==> src/hlva_pkg.sv <==
// ----------------------------------------------------------------------------
// hlva_pkg
// Shared types, codes and constants of the Hough line vote accumulator.
// ----------------------------------------------------------------------------
package hlva_pkg;

    localparam int ANGLE_BINS_DEF  = 256;
    localparam int RADIUS_BINS_DEF = 256;
    localparam int MAX_DIM_DEF     = 1024;

    localparam int DIM_W      = 11;
    localparam int QUOT_W     = 16;
    localparam int CFG_ADDR_W = 3;

    localparam logic [63:0] PI_Q30        = 64'd3373259426;
    localparam logic [63:0] ONE_Q30       = 64'd1073741824;
    localparam int          INV_SQRT2_Q20 = 741455;

    localparam logic [DIM_W-1:0] IMAGE_WIDTH_RST  = 11'd512;
    localparam logic [DIM_W-1:0] IMAGE_HEIGHT_RST = 11'd512;

    // register index = paddr[2]
    localparam logic REG_IMAGE_WIDTH  = 1'b0;
    localparam logic REG_IMAGE_HEIGHT = 1'b1;

    localparam logic [1:0] OP_VOTE  = 2'd0;
    localparam logic [1:0] OP_READ  = 2'd1;
    localparam logic [1:0] OP_CLEAR = 2'd2;
    localparam logic [1:0] OP_NOP   = 2'd3;

    typedef struct packed {
        logic [1:0]  operation;
        logic [9:0]  pixel_x;
        logic [9:0]  pixel_y;
        logic [15:0] edge_weight;
        logic [7:0]  angle_bin;
        logic [7:0]  radius_bin;
    } vote_in_t;

    typedef struct packed {
        logic [31:0] cell_value;
        logic [8:0]  votes_cast;
    } result_t;

    // Q30 -> Q1.15, round half up, clamp to [0, 32767]
    function automatic logic [15:0] q30_to_q15(input logic signed [63:0] v);
        logic [63:0] q;
        if (v < 0) begin
            q = 64'd0;
        end else begin
            q = (64'(v) + 64'd16384) >> 15;
        end
        return (q > 64'd32767) ? 16'd32767 : q[15:0];
    endfunction

endpackage

==> src/hlva_divider.sv <==
// ----------------------------------------------------------------------------
// hlva_divider
// Radix-2 restoring divider: quotient = floor(numer * 2^16 / denom),
// one quotient bit per cycle. Requires numer < denom.
// ----------------------------------------------------------------------------
module hlva_divider (
    input  logic                           aclk,
    input  logic                           aresetn,
    input  logic                           start,
    input  logic [9:0]                     numer,
    input  logic [hlva_pkg::DIM_W-1:0]     denom,
    output logic                           done,
    output logic [hlva_pkg::QUOT_W-1:0]    quotient
);

    localparam int CNT_W = $clog2(hlva_pkg::QUOT_W);
    localparam logic [CNT_W-1:0] CNT_LAST = CNT_W'(hlva_pkg::QUOT_W - 1);

    logic                          busy_reg;
    logic [CNT_W-1:0]              cnt_reg;
    logic [hlva_pkg::DIM_W-1:0]    rem_reg;
    logic [hlva_pkg::DIM_W-1:0]    den_reg;
    logic [hlva_pkg::QUOT_W-1:0]   quo_reg;

    logic [hlva_pkg::DIM_W:0]      trial;
    logic [hlva_pkg::DIM_W:0]      diff;
    logic                          ge;

    assign trial = {rem_reg, 1'b0};
    assign diff  = trial - {1'b0, den_reg};
    assign ge    = (trial >= {1'b0, den_reg});

    always_ff @(posedge aclk) begin
        if (!aresetn) begin
            busy_reg <= 1'b0;
        end else if (start) begin
            busy_reg <= 1'b1;
        end else if (busy_reg && cnt_reg == CNT_LAST) begin
            busy_reg <= 1'b0;
        end
    end

    always_ff @(posedge aclk) begin
        if (start) begin
            rem_reg <= hlva_pkg::DIM_W'(numer);
            den_reg <= denom;
            cnt_reg <= '0;
        end else if (busy_reg) begin
            rem_reg <= ge ? diff[hlva_pkg::DIM_W-1:0] : trial[hlva_pkg::DIM_W-1:0];
            quo_reg <= {quo_reg[hlva_pkg::QUOT_W-2:0], ge};
            cnt_reg <= cnt_reg + 1'b1;
        end
    end

    assign done     = !busy_reg;
    assign quotient = quo_reg;

endmodule

==> config.mk <==
export PLATFORM = sky130hd
export DESIGN_NAME = hlva_divider
export DESIGN_NICKNAME = d
export VERILOG_FILES = /design/src/hlva_pkg.sv /design/src/hlva_divider.sv
export SDC_FILE = /design/constraint.sdc
export NUM_CORES = 1
export LEC_CHECK = 0
export BUFFER_PORTS_ARGS = -buffer_cell sky130_fd_sc_hd__buf_2
export CAP_MARGIN = 20
export CORE_UTILIZATION = 54
export CTS_BUF_LIST = sky130_fd_sc_hd__clkbuf_4 sky130_fd_sc_hd__clkbuf_8 sky130_fd_sc_hd__clkbuf_16
export DETAILED_ROUTE_END_ITERATION = 6
export PLACE_DENSITY = 0.77
export SYNTH_ARGS = -nofsm -noshare
export SYNTH_HDL_FRONTEND = slang
export SYNTH_SLANG_ARGS = --single-unit
==> constraint.sdc <==
create_clock -name aclk -period 3.1 [get_ports aclk]
set_clock_uncertainty 0.05 [all_clocks]
set_input_delay 0.31 -clock aclk [delete_from_list [all_inputs] [get_ports aclk]]
set_output_delay 0.31 -clock aclk [all_outputs]
set_load 0.01 [all_outputs]
**After elaboration in Yosys (flattened, before gate mapping)**

Index checks and enable logic that the tools add are counted.
Widths: inputs -> output; s select.

- Register bits: 43
- Input bits: 24
- Output and inout bits: 17
- Word-level logic and storage cells: 21

- Add/subtract/negate cells: 2
- Order comparisons: 1
- Eq/ne operators: 1
- Multiplexer cells: 5
- Bitwise operators: 1
- Reductions and logical operators: 5

Operators with widths:

| cell | count |
|---|---|
| $mux 10 | 2 |
| $ge 12x11->1 | 1 |
| $mux 11 | 1 |
| $sub 11x11->11 | 1 |
| $add 4x1->4 const B | 1 |
| $eq 4x4->1 const B | 1 |
| $reduce_bool 2->1 | 2 |
| $mux 1 | 2 |
| $reduce_and 2->1 | 1 |
| $logic_and 1x1->1 | 1 |
| $logic_not 1->1 | 1 |
| $not 1->1 | 1 |

**Logic depth before layout (Yosys ltp)**

- Word-level depth: 4
- Mapped depth: 10
- Gate-level depth less buffers: 9

**Least setup slack after synthesis**

Ideal clock, no wire load.

- Path kind: reg2reg
- From: reg rem_reg[0] (netlist bit)
- To: reg rem_reg[6] (netlist bit), data pin
- Setup time: 0.261 ns
- Data arrival time: 1.984 ns
- Data required time: 2.789 ns
- Setup slack: 0.805 ns
- Cell stages (with the launch flop): 8
- Path buffers: 0
- Clock period less this slack: 2.295 ns
- Cells stage by stage: edfxtp_1 ha_1 ha_1 o211ai_1 a211oi_2 a211oi_4 nor2_1 a221o_1

- Word-level cells in the longest chain between the ends: 4
- Elaborated cells on any way between the ends: 5
- Those cells by class: add/sub (1); order compare (1); mux (3)

RTL lines:

| what | RTL line | source |
|---|---|---|
| start: declaration | hlva_divider.sv:21 | `logic [hlva_pkg::DIM_W-1:0] rem_reg;` |
| start signal: assignment | hlva_divider.sv:45 | `rem_reg <= hlva_pkg::DIM_W'(numer);` |
| start signal: assignment | hlva_divider.sv:49 | `rem_reg <= ge ? diff[hlva_pkg::DIM_W-1:0] : trial[hlva_pkg::DIM_W-1:0];` |
| $sub 11x11->11 or $ge 12x11->1 (tied branches) | hlva_divider.sv:30, hlva_divider.sv:31 |  |
| $mux 11 (*) | hlva_divider.sv:49 |  |
| $mux 10 (*) | hlva_divider.sv:48 | `end else if (busy_reg) begin` |
| $mux 10 (*) | hlva_divider.sv:44 | `if (start) begin` |

Every way passes the cells marked *; elsewhere a longest branch is shown, timed or not. The select of a mux whose other input is x is not followed.
A chain may end at the register's enable or synchronous reset.

**Worst setup path in the final report**

- From: reg rem_reg[0] (netlist bit)
- To: reg rem_reg[4] (netlist bit), data pin

The elaborated chain is that of the path after synthesis.

==> flow_summary.yaml <==
critical_path:
  rrSetupSlack_ns: 0.42
  critPathLaunch: "rem_reg[0]"
  cpPeakStageDelay_ns: 0.45
  reg2reg_depth: 9
  reg2reg_from: "rem_reg[0]"
  critPathKind: "register to register"
  cpMostUsedCell: "ha_1"
  crit_chain: "ha_1, ha_1, o211ai_1, a211oi_2, a211oi_4, buf_4, nor3_1, a211oi_1, a21oi_1"
  r2r_end: "rem_reg[4]"
  crit_slowest_cell: "edfxtp_1"
  cp-end-kind: "register"
  crit_fanout: 8
  critPathRequiredTime_ns: 3.07
  cp.arrival_ns: 2.65
  startpoint_type: "register"
pwr:
  switching_share: 0.326
  power.leakage_nw: 1.02
  powerDensity_nw_per_um2: 646
  p_sw_mw: 0.521
  vdd_drop_max_mv: 0.404
  p_int_mw: 1.08
  pwr-share-seq: 0.463
  combinationalPowerShare: 0.320
  clock_power_share: 0.218
cts:
  cts_tree: "yes"
  cts_resized: 0
  htreeDepth: 2
  cts-buffers-inserted: 5
  post_cts_buffers: 0
  hold_buffers: 0
  insertion_delay_ns: 0.30
  clock-sinks: 43
  clockBufferDepth: 2
  clockRootBuffer: "clkbuf_8"
  clk_pin_slew_ns: 0.08
status:
  outcome: "finished clean"
routing:
  detail_route.vias_per_cell: 5.43
  antenna_left: 0
  wl_per_cell_um: 14.0
  vias: 1505
  drtIter0Drc: 62
  drcViolationCount: 0
  dr.pass1.iters: 4
  wl_um: 3870
global_routing:
  overflow: 0
  grtUsageTotal: 0.205
  grt_pass1_wl_um: 6190
  grt_pass1_vias: 1346
  grt_max_degree: 40
  antenna_found_initial: 0
die:
  die_area_sq_um: 4210
  io_pins: 41
  fp.dieH_um: 64.9
  die_w_um: 64.9
  design.core.area_sq_um: 3720
  start_util: 0.575
  fp-row-count: 22
timing:
  fin_crit_sh: 0.863
  rsz0062_at_grt: "false"
  whs_ns: 0.129
  fmax_ghz: 0.374
  tns_ns: 0
  worst_pin_slew_ns: 0.698
  fin_crit_ns: 2.68
  maxSlewViolCount: 0
  max_slew_margin: 0.535
  setup_viol: 0
  hold_viol_final: 0
logic_synthesis:
  yosys_most_used_dff: "edfxtp_1"
  seq_area_frac_synth: 0.576
  synth_edf_count: 37
  netlist_area_sq_um: 2140
  syn_avg_cell_area_sq_um: 11.6
  synth_warnings: 0
  synth-async-reset-ratio: 0
  syn_nets: 221
  synth_cells: 184
  ys_ff_latch: 43
  synth_cell_types: 40
worst_hold_path:
  hold_end: "den_reg[7]"
  holdPathStages: 1
  worstHoldPathType: "input port to register"
  min_from: "denom[7]"
placement:
  gp_congestion: 0.848
  hpwl_um: 2870
  io_buffers: 40
cells_and_area:
  syn2layout_area_growth_pct: 15.8
  drive_above_1_share: 0.240
  largest_register_ffs: 16
  nFillCells: 303
  diodes: 0
  nets: 265
job:
  maxCapViolations: 0
## layout make-up
class                   instances  area (sq um)  area share
flip-flops and latches         43          1230       0.497
inverters                      17          63.8      0.0258
clock buffers                   5          68.8      0.0278
repair buffers                 42           215      0.0870
multi-input cells             119           816       0.330
well taps                      48          60.1      0.0243
clock inverters                 3          20.0     0.00809
## worst max path at each step
stage	to	slack (ns)	cells past startpoint
2_1_floorplan	rem_reg[6]	0.81	7
3_3_place_gp	rem_reg[4]	0.51	9
3_5_place_dp	rem_reg[4]	0.42	9
4_1_cts	rem_reg[4]	0.39	9
5_1_grt	rem_reg[3]	0.26	9
6_report	rem_reg[4]	0.42	9
## cells in the final DEF (no fill, tap or decap), types with 2 or more instances in the layout
cell / n
xor2_1: 2
mux2i_1: 2
o31ai_1: 2
xnor2_1: 6
buf_4: 2
nor2b_1: 3
nor2_1: 19
ha_1: 12
nor3b_1: 3
buf_2: 40
dfxtp_1: 6
o21ai_0: 7
nand3_1: 2
o21a_1: 4
a211oi_1: 5
a31oi_1: 2
inv_1: 16
clkbuf_8: 5
edfxtp_1: 37
nor3_1: 5
a21oi_1: 14
nand4_1: 2
nand2_1: 12
a221o_1: 2
## critical path: cells and delay by family (launching register included)
kind,cells,cell delay (ns)
and+or+nand+nor,1,0.06
adders and majority gates,2,0.52
DFF,1,0.45
AOI/OAI and AO/OA,5,1.08
buffers and inverters,1,0.23
## logic make-up after synthesis
logic type                 share of synthesized area
muxes                                        0.00937
adders and majority gates                     0.0796
buffers and inverters                         0.0422
DFF                                            0.576
AOI/OAI and AO/OA                              0.155
xor gates and xnor gates                      0.0328
and+or+nand+nor                                0.105
## per-stage QoR
step | area (sq um) | utilization | instances | setup slack (ns) | power [mW]
6_report | 2470 | 0.666 | 277 | 0.423 | 1.60
5_1_grt | 2470 | 0.666 | 277 | 0.258 | 1.69
4_1_cts | 2470 | 0.666 | 277 | 0.392 | 1.61
3_5_place_dp | 2390 | 0.642 | 269 | 0.419 | 1.26
3_3_place_gp | 2390 | 0.642 | 269 | 0.510 | 1.25
2_1_floorplan | 2140 | - | 184 | 0.805 | 1.14
## metal layers
metal | part of all wire | wire, um | track usage
met1 | 0.45 | 1730 | 0.256
met3 | 0.033 | 129 | 0.0423
met2 | 0.49 | 1900 | 0.329
met5 | 0 | 0 | 0
met4 | 0.028 | 108 | 0.119
## power groups by stage
stage               registers [mW]  clock network (mW)  logic, mW
detailed placement           0.753                   0      0.505
global placement             0.751                   0      0.495
floorplan                    0.740                   0      0.402
finish                       0.740               0.348      0.511
CTS                          0.740               0.361      0.509
global route                 0.745               0.377      0.570
## cells in the mapped netlist, types with 3 or more instances
| master | n | area share |
|---|---|---|
| a21oi_1 | 14 | 0.033 |
| xnor2_1 | 6 | 0.025 |
| o21a_1 | 4 | 0.014 |
| edfxtp_1 | 37 | 0.52 |
| nor3_1 | 5 | 0.012 |
| dfxtp_1 | 6 | 0.056 |
| clkbuf_1 | 3 | 0.0053 |
| nor2_1 | 19 | 0.033 |
| o21ai_0 | 7 | 0.016 |
| ha_1 | 12 | 0.070 |
| nor2b_1 | 3 | 0.0088 |
| nand2_1 | 12 | 0.021 |
| nor3b_1 | 3 | 0.011 |
| a211oi_1 | 5 | 0.018 |
| inv_1 | 16 | 0.028 |
Note: power is estimated with default switching activity, not from simulation.
